--- src/design/ftlb_pkg.sv ---
// Shared types and constants for the FIFO-replacement translation buffer.
`default_nettype none

package ftlb_pkg;

  // Widths fixed by the request and result words.
  localparam int unsigned PAGE_W = 20;
  localparam int unsigned CNT_W  = 32;

  // Default number of translation entries.
  localparam int unsigned ENTRIES_DEF = 16;

  // Request operation codes.
  localparam logic OP_LOOKUP = 1'b0;
  localparam logic OP_FILL   = 1'b1;

  // One request word.
  typedef struct packed {
    logic              operation;
    logic [PAGE_W-1:0] page;
    logic [PAGE_W-1:0] frame;
    logic              read_only;
  } req_t;

  // One result word.
  typedef struct packed {
    logic              hit;
    logic [PAGE_W-1:0] found_frame;
    logic              read_only_match;
    logic [CNT_W-1:0]  hits_so_far;
    logic [CNT_W-1:0]  misses_so_far;
    logic [CNT_W-1:0]  fills_so_far;
  } rsp_t;

  // Outcome of the associative compare.
  typedef struct packed {
    logic              hit;
    logic [PAGE_W-1:0] frame;
    logic              read_only;
  } lookup_t;

  // Event counters.
  typedef struct packed {
    logic [CNT_W-1:0] hits;
    logic [CNT_W-1:0] misses;
    logic [CNT_W-1:0] fills;
  } cnt_t;

  // Counter update requests.
  typedef struct packed {
    logic hit_inc;
    logic miss_inc;
    logic fill_inc;
  } cnt_inc_t;

endpackage

`default_nettype wire

--- src/design/ftlb_entries.sv ---
// Entry array: shift-in fill with FIFO eviction and parallel page compare.
`default_nettype none

module ftlb_entries #(
  parameter int unsigned ENTRIES = ftlb_pkg::ENTRIES_DEF
) (
  input  wire logic                      clk,
  input  wire logic                      rst_n,
  input  wire logic                      fill_en,
  input  wire logic [ftlb_pkg::PAGE_W-1:0] fill_page,
  input  wire logic [ftlb_pkg::PAGE_W-1:0] fill_frame,
  input  wire logic                      fill_read_only,
  input  wire logic [ftlb_pkg::PAGE_W-1:0] lookup_page,
  output ftlb_pkg::lookup_t              lookup
);

  logic [ENTRIES-1:0]               valid_r;
  logic [ftlb_pkg::PAGE_W-1:0]      page_r  [ENTRIES];
  logic [ftlb_pkg::PAGE_W-1:0]      frame_r [ENTRIES];
  logic [ENTRIES-1:0]               ro_r;
  logic [ENTRIES-1:0]               match;

  // Valid bits shift toward slot zero on a fill; the newest entry enters the last slot.
  always_ff @(posedge clk) begin
    if (!rst_n) begin
      valid_r <= '0;
    end else if (fill_en) begin
      for (int i = 0; i < int'(ENTRIES) - 1; i++) begin
        valid_r[i] <= valid_r[i+1];
      end
      valid_r[ENTRIES-1] <= 1'b1;
    end
  end

  // Entry contents follow the same shift; they need no reset since invalid slots never match.
  always_ff @(posedge clk) begin
    if (fill_en) begin
      for (int i = 0; i < int'(ENTRIES) - 1; i++) begin
        page_r[i]  <= page_r[i+1];
        frame_r[i] <= frame_r[i+1];
        ro_r[i]    <= ro_r[i+1];
      end
      page_r[ENTRIES-1]  <= fill_page;
      frame_r[ENTRIES-1] <= fill_frame;
      ro_r[ENTRIES-1]    <= fill_read_only;
    end
  end

  // Compare every slot against the requested page.
  always_comb begin
    for (int i = 0; i < int'(ENTRIES); i++) begin
      match[i] = valid_r[i] && (page_r[i] == lookup_page);
    end
  end

  // The lowest-numbered match supplies the frame; read-only marks of all matches are ORed.
  always_comb begin
    lookup.hit       = |match;
    lookup.read_only = |(match & ro_r);
    lookup.frame     = '0;
    for (int i = int'(ENTRIES) - 1; i >= 0; i--) begin
      if (match[i]) begin
        lookup.frame = frame_r[i];
      end
    end
  end

endmodule

`default_nettype wire

--- src/design/ftlb_counters.sv ---
// Wrapping hit, miss and fill counters.
`default_nettype none

module ftlb_counters (
  input  wire logic         clk,
  input  wire logic         rst_n,
  input  wire ftlb_pkg::cnt_inc_t inc,
  output ftlb_pkg::cnt_t    cnt,
  output ftlb_pkg::cnt_t    cnt_nxt
);

  ftlb_pkg::cnt_t cnt_r;

  // Values after the current update; each counter wraps naturally at its width.
  always_comb begin
    cnt_nxt = cnt_r;
    if (inc.hit_inc) begin
      cnt_nxt.hits = cnt_r.hits + ftlb_pkg::CNT_W'(1);
    end
    if (inc.miss_inc) begin
      cnt_nxt.misses = cnt_r.misses + ftlb_pkg::CNT_W'(1);
    end
    if (inc.fill_inc) begin
      cnt_nxt.fills = cnt_r.fills + ftlb_pkg::CNT_W'(1);
    end
  end

  always_ff @(posedge clk) begin
    if (!rst_n) begin
      cnt_r <= '0;
    end else begin
      cnt_r <= cnt_nxt;
    end
  end

  assign cnt = cnt_r;

endmodule

`default_nettype wire

--- src/design/fifo_tlb_lookup_fill.sv ---
// Top level of the fully associative translation buffer with FIFO replacement.
`default_nettype none

// Fully associative translation buffer with first-in first-out replacement.
// Each request word is a lookup (compare a page against every valid entry)
// or a fill (evict the oldest entry and insert the new one), and each gives
// exactly one result word carrying the lookup outcome and the hit, miss and
// fill counts after that request. The block takes one word per cycle while
// the receiver takes its results. A request lands in an input register. The
// whole-array compare and the entry shift happen as the request moves on
// to the output register, and the result is written there at the end of
// that cycle, which raises out_valid. The input stalls only while a request
// waits behind a result that the receiver has not taken.
// The combinational compare across all ENTRIES slots sets the critical path.
// Valid bits clear at reset; no clearing pass is needed.
module fifo_tlb_lookup_fill #(
  parameter int unsigned ENTRIES = ftlb_pkg::ENTRIES_DEF
) (
  input  wire logic    clk,
  input  wire logic    rst_n,
  input  wire logic    in_valid,
  output logic         in_ready,
  input  wire ftlb_pkg::req_t in_data,
  output logic         out_valid,
  input  wire logic    out_ready,
  output ftlb_pkg::rsp_t out_data
);

  logic               req_valid_r;
  ftlb_pkg::req_t     req_r;
  logic               rsp_valid_r;
  ftlb_pkg::rsp_t     rsp_r;
  logic               advance;
  logic               is_fill;
  ftlb_pkg::lookup_t  lookup;
  ftlb_pkg::cnt_inc_t inc;
  ftlb_pkg::cnt_t     cnt;
  ftlb_pkg::cnt_t     cnt_nxt;

  // The request moves on when the result register is free or being drained.
  assign advance  = req_valid_r && (!rsp_valid_r || out_ready);
  assign in_ready = !req_valid_r || advance;
  assign is_fill  = (req_r.operation == ftlb_pkg::OP_FILL);

  // Input register.
  always_ff @(posedge clk) begin
    if (!rst_n) begin
      req_valid_r <= 1'b0;
    end else if (in_ready) begin
      req_valid_r <= in_valid;
    end
  end

  always_ff @(posedge clk) begin
    if (in_valid && in_ready) begin
      req_r <= in_data;
    end
  end

  ftlb_entries #(
    .ENTRIES(ENTRIES)
  ) u_entries (
    .clk           (clk),
    .rst_n         (rst_n),
    .fill_en       (advance && is_fill),
    .fill_page     (req_r.page),
    .fill_frame    (req_r.frame),
    .fill_read_only(req_r.read_only),
    .lookup_page   (req_r.page),
    .lookup        (lookup)
  );

  // Count the outcome of the request that is moving to the result register.
  always_comb begin
    inc.fill_inc = advance && is_fill;
    inc.hit_inc  = advance && !is_fill && lookup.hit;
    inc.miss_inc = advance && !is_fill && !lookup.hit;
  end

  ftlb_counters u_counters (
    .clk    (clk),
    .rst_n  (rst_n),
    .inc    (inc),
    .cnt    (cnt),
    .cnt_nxt(cnt_nxt)
  );

  // Result register.
  always_ff @(posedge clk) begin
    if (!rst_n) begin
      rsp_valid_r <= 1'b0;
    end else if (advance) begin
      rsp_valid_r <= 1'b1;
    end else if (out_ready) begin
      rsp_valid_r <= 1'b0;
    end
  end

  always_ff @(posedge clk) begin
    if (advance) begin
      rsp_r.hit             <= !is_fill && lookup.hit;
      rsp_r.found_frame     <= is_fill ? '0 : lookup.frame;
      rsp_r.read_only_match <= !is_fill && lookup.read_only;
      rsp_r.hits_so_far     <= cnt_nxt.hits;
      rsp_r.misses_so_far   <= cnt_nxt.misses;
      rsp_r.fills_so_far    <= cnt_nxt.fills;
    end
  end

  assign out_valid = rsp_valid_r;
  assign out_data  = rsp_r;

  // A miss or a fill never reports a frame or a read-only mark.
  a_miss_clean: assert property (@(posedge clk) disable iff (!rst_n)
    (out_valid && !out_data.hit) |-> (out_data.found_frame == '0 && !out_data.read_only_match))
    else $error("miss or fill result carries a frame or read-only mark");

  // A fill advances the fill count by exactly one in its result.
  a_fill_count: assert property (@(posedge clk) disable iff (!rst_n)
    (advance && is_fill) |=> (out_data.fills_so_far == $past(cnt.fills) + 32'd1))
    else $error("fill count in result is wrong");

  // A lookup changes exactly one of the hit and miss counts.
  a_lookup_count: assert property (@(posedge clk) disable iff (!rst_n)
    (advance && !is_fill) |=>
      ((cnt.hits != $past(cnt.hits)) != (cnt.misses != $past(cnt.misses))))
    else $error("lookup did not update exactly one of hit and miss counts");

  // Input stalls only while a request waits behind an unconsumed result.
  a_stall_reason: assert property (@(posedge clk) disable iff (!rst_n)
    !in_ready |-> (req_valid_r && rsp_valid_r && !out_ready))
    else $error("input stalled without a blocked result");

endmodule

`default_nettype wire

--- config.mk ---
export PLATFORM = sky130hd
export DESIGN_NAME = fifo_tlb_lookup_fill
export DESIGN_NICKNAME = d
export VERILOG_FILES = /design/src/design/ftlb_pkg.sv /design/src/design/ftlb_entries.sv /design/src/design/ftlb_counters.sv /design/src/design/fifo_tlb_lookup_fill.sv
export SDC_FILE = /design/constraint.sdc
export NUM_CORES = 1
export LEC_CHECK = 0
export ABC_AREA = 1
export BUFFER_PORTS_ARGS = -buffer_cell sky130_fd_sc_hd__clkbuf_2
export CORE_MARGIN = 4
export CORE_UTILIZATION = 60
export DETAILED_ROUTE_END_ITERATION = 10
export PLACE_DENSITY = 0.88
export SLEW_MARGIN = 5
export SYNTH_ARGS = -nofsm -noshare
export SYNTH_HDL_FRONTEND = slang
export SYNTH_HIERARCHICAL = 1
export SYNTH_SLANG_ARGS = --single-unit
--- constraint.sdc ---
create_clock -name clk -period 48.5 [get_ports clk]
set_clock_uncertainty 0.15 [all_clocks]
set_input_delay 9.7 -clock clk [delete_from_list [all_inputs] [get_ports clk]]
set_output_delay 9.7 -clock clk [all_outputs]
set_load 0.005 [all_outputs]
-- Word level (Yosys, flattened, before mapping)
Memory sizes are Yosys's and may differ from the RTL's.
Index checks and enable logic that the tools add are counted.
- $add $sub $neg: 3
- eq/ne operators: 16
- multiplexer cells: 23
- bitwise gates (word level): 1
- reduce and logical (&&, ||, !) cells: 33
- operators with widths (operator ; number):
    $eq 20x20->1 ; 16
    $mux 20 ; 16
    $add 32x1->32 const B ; 3
    $mux 32 ; 3
    $reduce_or 16->1 ; 2
    $logic_and 1x1->1 ; 24
    $and 16x16->16 ; 1
    $logic_not 1->1 ; 4
    $mux 1 ; 4
    $logic_or 1x1->1 ; 2
    $reduce_bool 2->1 ; 1
- bits in registers: 290
- memory bits (writable): 640
- logic and storage cells: 95
- input port bits: 46
- memories: 2
- memories (memory ; words ; bits a word ; read ports ; clocked after memory_dff ; write ports ; RTL line ; text):
    u_entries.frame_r ; 16 ; 20 ; 16 ; 0 ; 16 ; ftlb_entries.sv:19 ; logic [ftlb_pkg::PAGE_W-1:0] frame_r [ENTRIES];
    u_entries.page_r ; 16 ; 20 ; 16 ; 0 ; 16 ; ftlb_entries.sv:18 ; logic [ftlb_pkg::PAGE_W-1:0] page_r [ENTRIES];

-- Depth between registers and ports, before layout
Gate-level depths: netlist (run 1).
- word-level depth: 18
- gate-level depth with buffers: 28

-- Modules after synthesis
Netlist (run 1), hierarchy kept.
- by module, submodules not included (module ; instances ; seq. area each (sq um) ; area each (sq um) ; cells each):
    ftlb_entries ; 1 ; 20019.2 ; 28207.1 ; 2338
    ftlb_counters ; 1 ; 1921.8 ; 5510.3 ; 868
    fifo_tlb_lookup_fill ; 1 ; 4844.6 ; 5089.9 ; 225

-- Worst setup path before layout (run 1)
No wires, ideal clock.
- path kind: input to register
- start: input out_ready
- end: register u_entries.valid_r[5]
- buffers on the path: 1
- required time: 48187 ps
- setup slack: 6257 ps
- arrival: 41930 ps
- stages on the path: 8
- path through: inv_1 > nand2_1 > nand2_1 > nor2_1 > inv_1 > clkbuf_1 > nor2_1 > nor2_1
- RTL lines (item ; RTL line ; text):
    start: declaration ; fifo_tlb_lookup_fill.sv:25 ; input wire logic out_ready,
    end signal: indexed assignment ; ftlb_entries.sv:29 ; valid_r[i] <= valid_r[i+1];
    end: declaration ; ftlb_entries.sv:17 ; logic [ENTRIES-1:0] valid_r;

-- Final worst setup path (run 1)
- start: input out_ready
- end: output in_ready
- word-level cells in the longest chain between the ends: 3
- RTL lines (item ; RTL line ; text):
    $logic_or 1x1->1 ; fifo_tlb_lookup_fill.sv:41 ; assign advance = req_valid_r && (!rsp_valid_r || out_ready);
    $logic_and 1x1->1 ; fifo_tlb_lookup_fill.sv:41 ;
    $logic_or 1x1->1 ; fifo_tlb_lookup_fill.sv:42 ; assign in_ready = !req_valid_r || advance;
    end: declaration ; fifo_tlb_lookup_fill.sv:22 ; output logic in_ready,
Every way passes these cells.

==> results of run 1 <==
[flip-flops by register name (all words and copies together) (netlist names)]
register and count:
out_valid 1, u_entries/frame_r 320, u_entries/ro_r 16, u_entries/page_r 320
req_r 41, is_fill 1, req_valid_r 1, u_entries/valid_r 16
u_counters/cnt 96, out_data 118
[layout make-up]
type	count	area, um2
multi-input cells	2104	10300
flip-flops and latches	930	26800
well taps	846	1060
clock buffers	116	2420
clock inverters	51	546
fillers	4205	20400
inverters	283	1060
repair buffers	192	1050
[cell usage in the layout (no fill, tap or decap), types with 14 or more instances in the layout]
master / n
sky130_fd_sc_hd__o22ai_1: 50
sky130_fd_sc_hd__edfxtp_1: 816
sky130_fd_sc_hd__nand3_1: 121
sky130_fd_sc_hd__buf_4: 25
sky130_fd_sc_hd__nor4_1: 18
sky130_fd_sc_hd__clkinv_2: 20
sky130_fd_sc_hd__inv_1: 255
sky130_fd_sc_hd__a211oi_1: 15
sky130_fd_sc_hd__nor2_1: 466
sky130_fd_sc_hd__nor2_2: 19
sky130_fd_sc_hd__a21oi_2: 14
sky130_fd_sc_hd__clkbuf_1: 18
sky130_fd_sc_hd__a221oi_1: 26
sky130_fd_sc_hd__inv_2: 25
sky130_fd_sc_hd__nor3_1: 31
sky130_fd_sc_hd__a21oi_1: 123
sky130_fd_sc_hd__nand2_1: 791
sky130_fd_sc_hd__clkbuf_16: 89
sky130_fd_sc_hd__dfxtp_1: 114
sky130_fd_sc_hd__clkbuf_2: 165
sky130_fd_sc_hd__xnor2_1: 46
sky130_fd_sc_hd__o21ai_0: 98
sky130_fd_sc_hd__xor2_1: 77
sky130_fd_sc_hd__nand4_1: 55
sky130_fd_sc_hd__o21ai_1: 15
[worst max-delay path, cell delays in order]
cell                       delay (ns)
sky130_fd_sc_hd__clkbuf_2        0.08
sky130_fd_sc_hd__inv_1           0.06
sky130_fd_sc_hd__nand3_1         0.10
sky130_fd_sc_hd__clkbuf_2        0.13
[layer usage]
layer,GRT usage,share of wire
met5,0,0
met2,0.419,0.50
met4,0.0957,0.041
met1,0.300,0.37
met3,0.0373,0.084
[where the power goes]
group | internal (mW) | switching [mW]
Sequential | 0.893 | 0.0150
Clock | 0.407 | 0.295
Combinational | 0.0156 | 0.0388
Total | 1.32 | 0.349
[worst max-delay path by stage]
| stage | to | depth (start not counted) |
|---|---|---|
| after floorplan | u_entries/valid_r[5] | 8 |
| after global placement | in_ready | 4 |
| after detailed placement | in_ready | 4 |
| after CTS | in_ready | 4 |
| after global routing | in_ready | 4 |
| final | in_ready | 4 |
[kinds of logic after synthesis]
kind of cell,synth area share
adder cells (fa/ha/maj),0.000967
flip-flops,0.690
XOR/XNOR,0.0286
multiplexers,0.000258
AND/OR/NAND/NOR,0.172
buffers and inverters,0.0457
AO/OA/AOI/OAI,0.0622
==> impl_summary.md, run 1 <==
Place
Summing all placed instances gives a cell area of 40200 um2. The cell total after placement is 4355. Summed over all nets, the half-perimeter wirelength after detailed placement is 55600 um.

The number of buffers added on ports is 165. The routability congestion estimate is 0.928. OpenSTA, run right after detailed placement, puts the worst setup slack at 28.58 ns.

Floorplan
The floorplan die height is 262 um. The region available for standard cell placement spans 63500 um2. The I/O pin total is 166. The number of core rows is 92. For this configuration, the core starts out at a cell density of 0.611. The horizontal die dimension is 262 um. The die covers 68800 um2.

Drt
The remaining routing DRC violations is 0. The iteration count of the initial detailed-routing pass is 8. The post-detailed-routing wire length is 85100 um. The total number of vias is 26100. The residual antenna-violating net count after detailed routing is 0. Using the TritonRoute via totals, the vias-per-cell ratio works out to 5.77. The starting DRC count in detailed routing is 3346. The average wire length per cell after detail routing is 18.8 um.

STA
In the post-route analysis, the smallest setup slack over all paths is 28.58 ns. Setup repair after global routing left no endpoint under its margin. At the pin with the least slew margin, the transition time is 1.15 ns.

In the finished design, the share of the clock period the worst path needs comes to 0.411. The worst pin sits at a relative slew slack of 0.236. The final number of hold-violating endpoints is 0.

Static timing analysis puts the maximum clock frequency at 0.0502 GHz. The number of endpoints failing setup at the final stage is 0. The minimum period implied by the final worst setup slack is 19.92 ns. Hold is met by 0.266 ns. The count of pins over their slew limit is 0. The final-layout setup total negative slack is 0 ns.

Setup path
The register-to-register setup slack is 42.95 ns. The endpoint kind of the worst setup timing path is a primary output. The start point of the critical path is out_ready. The depth of the most critical reg-to-reg path is 18. The worst setup path is of the input pin to primary output kind. The critical register-to-register path startpoint is req_r[26]. Data on the critical path arrives at its endpoint at 10.07 ns. In this run the worst path has a maximum fanout of 3. The end of the worst register-to-register path is out_data[54]. The worst setup path is launched from an input pin. The data required time at the worst endpoint is 38.65 ns.

Yosys
Counting instances in the post-synthesis netlist gives the leading cell types as sky130_fd_sc_hd__edfxtp_1 (816), sky130_fd_sc_hd__nand2_1 (791), sky130_fd_sc_hd__nor2_1 (467), sky130_fd_sc_hd__inv_1 (258), sky130_fd_sc_hd__a21oi_1 (123). Synthesis handed over a netlist of 3431 instances. After synthesis the netlist holds a flip-flop and latch count of 930. The synthesized design spends more area on one cell type than any other, namely sky130_fd_sc_hd__edfxtp_1.

The post-synthesis cell type count is 58. The count of yosys warnings during synthesis is 6. The share of the Yosys chip area taken by registers is 0.690.

The post-synthesis async set-or-reset flop share is 0. The number of nets handed over by synthesis was 3480. Of the post-synthesis cell area, the dominant cell type holds 0.631. By area the synthesized netlist is led by sky130_fd_sc_hd__edfxtp_1 (63%), sky130_fd_sc_hd__nand2_1 (7.7%), sky130_fd_sc_hd__dfxtp_1 (5.9%). In the synthesized netlist the dominant register cell turns out to be sky130_fd_sc_hd__edfxtp_1.

In this run the cell area of the synthesized design comes to 38800 um2. The most instantiated library cell after synthesis is sky130_fd_sc_hd__edfxtp_1. The synthesized area divided by synthesized cell count is 11.3 um2.

The number of synthesized flops with an enable pin is 816.

Global route
The total routing resource utilization after global routing is 0.239. For this run the aggregate overflow at the end of global routing stands at 0. The initial antenna violation count is 0.

The number of global-route vias before repair is 25700. The first global-routing pass estimated 133000 um of wire. Entering global routing, the biggest net connects 213 pins.

Clock network
The tree is rooted in a sky130_fd_sc_hd__clkbuf_16. In this run, CTS created clock tree buffers numbering 89. After clock tree synthesis, the clock-pin slew on the worst setup and hold paths is 0.06 ns. The clock latency on the worst-skew pair is 0.64 ns. The maximum clock insertion buffer count is 3.

The CTS sink count is 930. Buffers added to address setup during post-CTS repair amount to 0. The number of levels the H-tree was split into is 3.

In this run, post-CTS repair resized a total of 0 instances. TritonCTS built the clock tree. The number of hold-repair buffers added at the cts stage is 0.

Cells and area
The filler-free cell count of the finished design is 4522. The share of final-layout standard cells stronger than drive strength 1 is 0.121. The number of nets in the layout is 3649. The finished cells cover 43200 um2. The share of the core filled with cells is 0.680. The antenna diode count is 0.

The growth of design area from synthesis to finish is 11.3%.

Pwr
Dividing total power by cell area gives a power density of 38.6 nW/um2. The worst-case IR drop observed on VDD is 0.0312 mV. The leakage dissipation is 16.4 nW. The power consumption is 1.67 mW.

Flow run
The number of max-cap violations is 0.

Hold path
The cell depth of the worst hold path is 0. The class of the tightest hold or removal check is flop to flop. The origin of the worst min-delay path is req_r[10]. The destination of the worst hold path is u_entries/frame_r[1][149].

Status
The flow ran to the end, and the final reports show no timing, DRC or antenna violations.
Power figures use the tool's default switching activity.
==> run 2: changes to the inputs <==
--- a/config.mk
+++ b/config.mk
@@ -5,7 +5,7 @@
 export SDC_FILE = /design/constraint.sdc
 export NUM_CORES = 1
 export LEC_CHECK = 0
-export ABC_AREA = 1
+export ABC_AREA = 0
 export BUFFER_PORTS_ARGS = -buffer_cell sky130_fd_sc_hd__clkbuf_2
 export CORE_MARGIN = 4
 export CORE_UTILIZATION = 60
==> constraint.sdc (replaced) <==
create_clock -name clk -period 19.35 [get_ports clk]
set_clock_uncertainty 0.15 [all_clocks]
set_input_delay 3.87 -clock clk [delete_from_list [all_inputs] [get_ports clk]]
set_output_delay 3.87 -clock clk [all_outputs]
set_load 0.005 [all_outputs]
==> run 2 against run 1 <==
Cell count is 18% lower. Critical path depth stayed put. Routed wire length is 6.6% lower. Global-route usage is 0.67 points lower. Die area is 2.8% lower. Critical endpoint unchanged. First-iteration DRC count is 26% lower. Hold slack better by 0.00060 ns. Clock-buffer cell count is 6 higher.
==> impl_summary.md, run 2 <==
Status
Run status: finished clean (unchanged).

Yosys
The simple-gate area share of the yosys netlist came to 0.105 (was 0.172). The adder and majority cell fraction of the synthesized area is 0.000996 (was 0.000967). Top area cells in the synthesized netlist: sky130_fd_sc_hd__edfxtp_1 (65%), sky130_fd_sc_hd__dfxtp_1 (6.1%), sky130_fd_sc_hd__xnor2_1 (5.0%) (was sky130_fd_sc_hd__edfxtp_1 (63%), sky130_fd_sc_hd__nand2_1 (7.7%), sky130_fd_sc_hd__dfxtp_1 (5.9%)). The portion of the post-synthesis area used by sequential elements is 0.711 (was 0.690).

The post-synthesis cell type count is 66 (was 58). The synthesized area divided by synthesized cell count came to 14.3 um2 (was 11.3 um2). The primary flip-flop cell chosen by synthesis mapping is sky130_fd_sc_hd__edfxtp_1 (unchanged). The post-synthesis cell count is 2630 (was 3431). The compound-cell area share of the yosys netlist was 0.0621 (was 0.0622).

The most instantiated library cell after synthesis is sky130_fd_sc_hd__edfxtp_1 (unchanged). The top-area cell type share of the netlist area was 0.650 (was 0.631). The total standard cell area after synthesis was 37700 um2 (was 38800 um2). The total nets after synthesis is 2679 (was 3480).

The number of synthesized flops with an enable pin came to 816 (unchanged). The post-synthesis async set-or-reset flop share is 0 (unchanged). The mux contribution to synthesized area came to 0.0128 (was 0.000258). The post-synthesis share of cell area spent on xor and xnor gates is 0.0874 (was 0.0286).

The cell taking the most area after synthesis is sky130_fd_sc_hd__edfxtp_1 (unchanged). Synth cell count leaders: sky130_fd_sc_hd__edfxtp_1 (816), sky130_fd_sc_hd__xnor2_1 (217), sky130_fd_sc_hd__nand2_1 (185), sky130_fd_sc_hd__xor2_1 (159), sky130_fd_sc_hd__dfxtp_1 (114) (was sky130_fd_sc_hd__edfxtp_1 (816), sky130_fd_sc_hd__nand2_1 (791), sky130_fd_sc_hd__nor2_1 (467), sky130_fd_sc_hd__inv_1 (258), sky130_fd_sc_hd__a21oi_1 (123)). The synthesis-stage register bit count is 930 (unchanged). The combinational family with the most area after synthesis is simple AND/OR/NAND/NOR gates (unchanged). The count of yosys warnings during synthesis came to 6 (unchanged).

Drt
The remaining routing DRC violations is 0 (unchanged). The average wire length per cell after detail routing was 21.4 um (was 18.8 um). The post-detailed-routing wire length is 79600 um (was 85100 um). The starting DRC count in detailed routing was 2489 (was 3346). The residual antenna-violating net count after detailed routing is 0 (unchanged). The iteration count of the initial detailed-routing pass is 6 (was 8).

The via density per instance is 6.16 (was 5.77). The total number of vias is 22900 (was 26100).

Cells and area
The final instance area was 42100 um2 (was 43200 um2). The most common library cell in the layout ignoring fill and taps is sky130_fd_sc_hd__edfxtp_1 (unchanged). The share of final-layout standard cells stronger than drive strength 1 is 0.126 (was 0.121). The number of fillers in the final layout is 3860 (was 4205). The filler-free cell count of the finished design is 3713 (was 4522). Commonest cells after routing, fill and taps aside: sky130_fd_sc_hd__edfxtp_1 (816), sky130_fd_sc_hd__xnor2_1 (217), sky130_fd_sc_hd__nand2_1 (185) (was sky130_fd_sc_hd__edfxtp_1 (816), sky130_fd_sc_hd__nand2_1 (791), sky130_fd_sc_hd__nor2_1 (466)). The area taken by multi-input logic gates is 10100 um2 (was 10300 um2). The number of nets in the layout is 2850 (was 3649). The antenna diode count is 0 (unchanged).

The share of the core filled with cells is 0.680 (about the same). The growth of design area from synthesis to finish is 11.8% (was 11.3%). The sequential cell area is 26800 um2 (unchanged).

Clock network
The post-CTS setup buffer count was 0 (unchanged). The TritonCTS buffer count is 88 (was 89). The CTS sink count is 930 (unchanged). The clock-pin slew reported for the worst setup and hold paths after clock tree synthesis is 0.06 ns (about the same). The number of levels the H-tree was split into was 3 (unchanged). The number of hold-repair buffers added at the cts stage came to 0 (unchanged). The TritonCTS clock tree is built (unchanged). The cell at the root of the clock tree is sky130_fd_sc_hd__clkbuf_16 (unchanged).

The maximum clock insertion buffer count is 3 (unchanged). The clock latency on the worst-skew pair is 0.64 ns (about the same). The post-cts repair resize count was 0 (unchanged).

Setup path
The largest fanout on the critical path came to 8 (was 3). The depth of the most critical reg-to-reg path came to 12 (was 18). The startpoint type of the worst setup path is an input pin (unchanged).

The endpoint arrival time on the critical path is 4.55 ns (was 10.07 ns). The endpoint kind of the worst setup timing path is a primary output (unchanged). The data required time at the worst endpoint came to 15.33 ns (was 38.65 ns). The classification of the worst setup path is input pin to primary output (unchanged).

Floorplan
The core box area is 61900 um2 (was 63500 um2). The initial cell density of the core is 0.609 (was 0.611). The I/O pin total was 166 (unchanged).

The number of core rows is 91 (was 92). The horizontal die dimension was 259 um (was 262 um). The die outline area came to 66900 um2 (was 68800 um2).

The floorplan die height came to 259 um (was 262 um).

STA
The final number of hold-violating endpoints is 0 (unchanged). The maximum operating frequency is 0.117 GHz. The worst slew margin relative to its limit is 0.151 (was 0.236). The number of endpoints failing setup at the final stage is 0 (unchanged). The final cycle utilization of the critical path is 0.443.

The setup slack of the critical path after layout is 10.78 ns (was 28.58 ns). The transition time of the tightest slew-check pin came to 1.27 ns (was 1.15 ns). The final-layout setup total negative slack is 0 ns (unchanged). The worst hold-check slack is 0.267 ns (was 0.266 ns). The minimum period implied by the final worst setup slack is 8.57 ns. Setup repair after global routing missed its margin: no (unchanged).

The count of pins over their slew limit is 0 (unchanged).

Global route
The pin count of the biggest net entering global routing is 104 (was 213). The number of global-route vias before repair is 23100 (was 25700). The global-route wire length before repair came to 124000 um (was 133000 um).

The leftover overflow at the end of global routing came to 0 (unchanged). The initial antenna violation count was 1 (was 0). The total routing resource utilization after global routing is 0.232 (was 0.239).

Pwr
The power consumption was 4.05 mW (was 1.67 mW). The leakage dissipation is 14.4 nW (was 16.4 nW). The maximum VDD drop is 0.0999 mV (was 0.0312 mV). The power density of the placed cells is 96.1 nW/um2 (was 38.6 nW/um2).

Hold path
The cell depth of the worst hold path came to 0 (unchanged). The class of the tightest hold or removal check is flop to flop (unchanged).

Place
The total cell area at the placement stage came to 39400 um2 (was 40200 um2). The routability congestion estimate is 0.872 (was 0.928). The cell total after placement is 3548 (was 4355). The placement-stage worst setup slack is 10.68 ns (was 28.58 ns).

The sum of net half-perimeters after detailed placement is 51400 um (was 55600 um). The number of buffers added on ports is 165 (unchanged).

Flow run
The number of max-cap violations was 0 (unchanged).
==> run 2: report_power, final <==
part / total (mW) / leakage (nW) / switching [mW] / internal, mW
Combinational: 0.137 / 4.66 / 0.0888 / 0.0479
Sequential: 2.27 / 8.41 / 0.0318 / 2.24
Clock: 1.64 / 1.35 / 0.710 / 0.933
Total: 4.05 / 14.4 / 0.831 / 3.22
==> run 2: cell families after synthesis <==
group | count (synthesis)
muxes | 48
buffers and inverters | 190
xor gates and xnor gates | 376
adders and majority gates | 3
DFF | 930
and+or+nand+nor | 729
AOI/OAI and AO/OA | 354
==> run 2: worst paths after layout <==
path                                start                   endpoint  slack, ns
worst max-delay path            out_ready                   in_ready      10.78
worst min-delay path            req_r[12]  u_entries/frame_r[1][151]       0.27
worst max register to register  req_r[34]               out_data[84]      13.22
worst min register to register  req_r[12]  u_entries/frame_r[1][151]       0.27
==> run 2: cell type report <==
type | instances | share of cell area
clock buffers | 122 | 0.0595
clock inverters | 43 | 0.00624
inverters | 62 | 0.00552
multi-input cells | 1510 | 0.241
flip-flops and latches | 930 | 0.636
well taps | 837 | 0.0249
repair buffers | 209 | 0.0274
==> run 2: layer usage <==
layer / track usage / part of all wire / up-vias / wire length, um
met5: 0 / 0.00021 / - / 17
met4: 0.0792 / 0.032 / 2 / 2520
met3: 0.0496 / 0.088 / 221 / 7000
met2: 0.399 / 0.50 / 1274 / 39900
met1: 0.297 / 0.38 / 11200 / 30100
li1: - / - / 10200 / -
==> run 2: critical path, stage by stage <==
cell and delay (ns):
sky130_fd_sc_hd__clkbuf_2 0.09, sky130_fd_sc_hd__nor2b_2 0.37, sky130_fd_sc_hd__nand2_1 0.09, sky130_fd_sc_hd__clkbuf_2 0.13
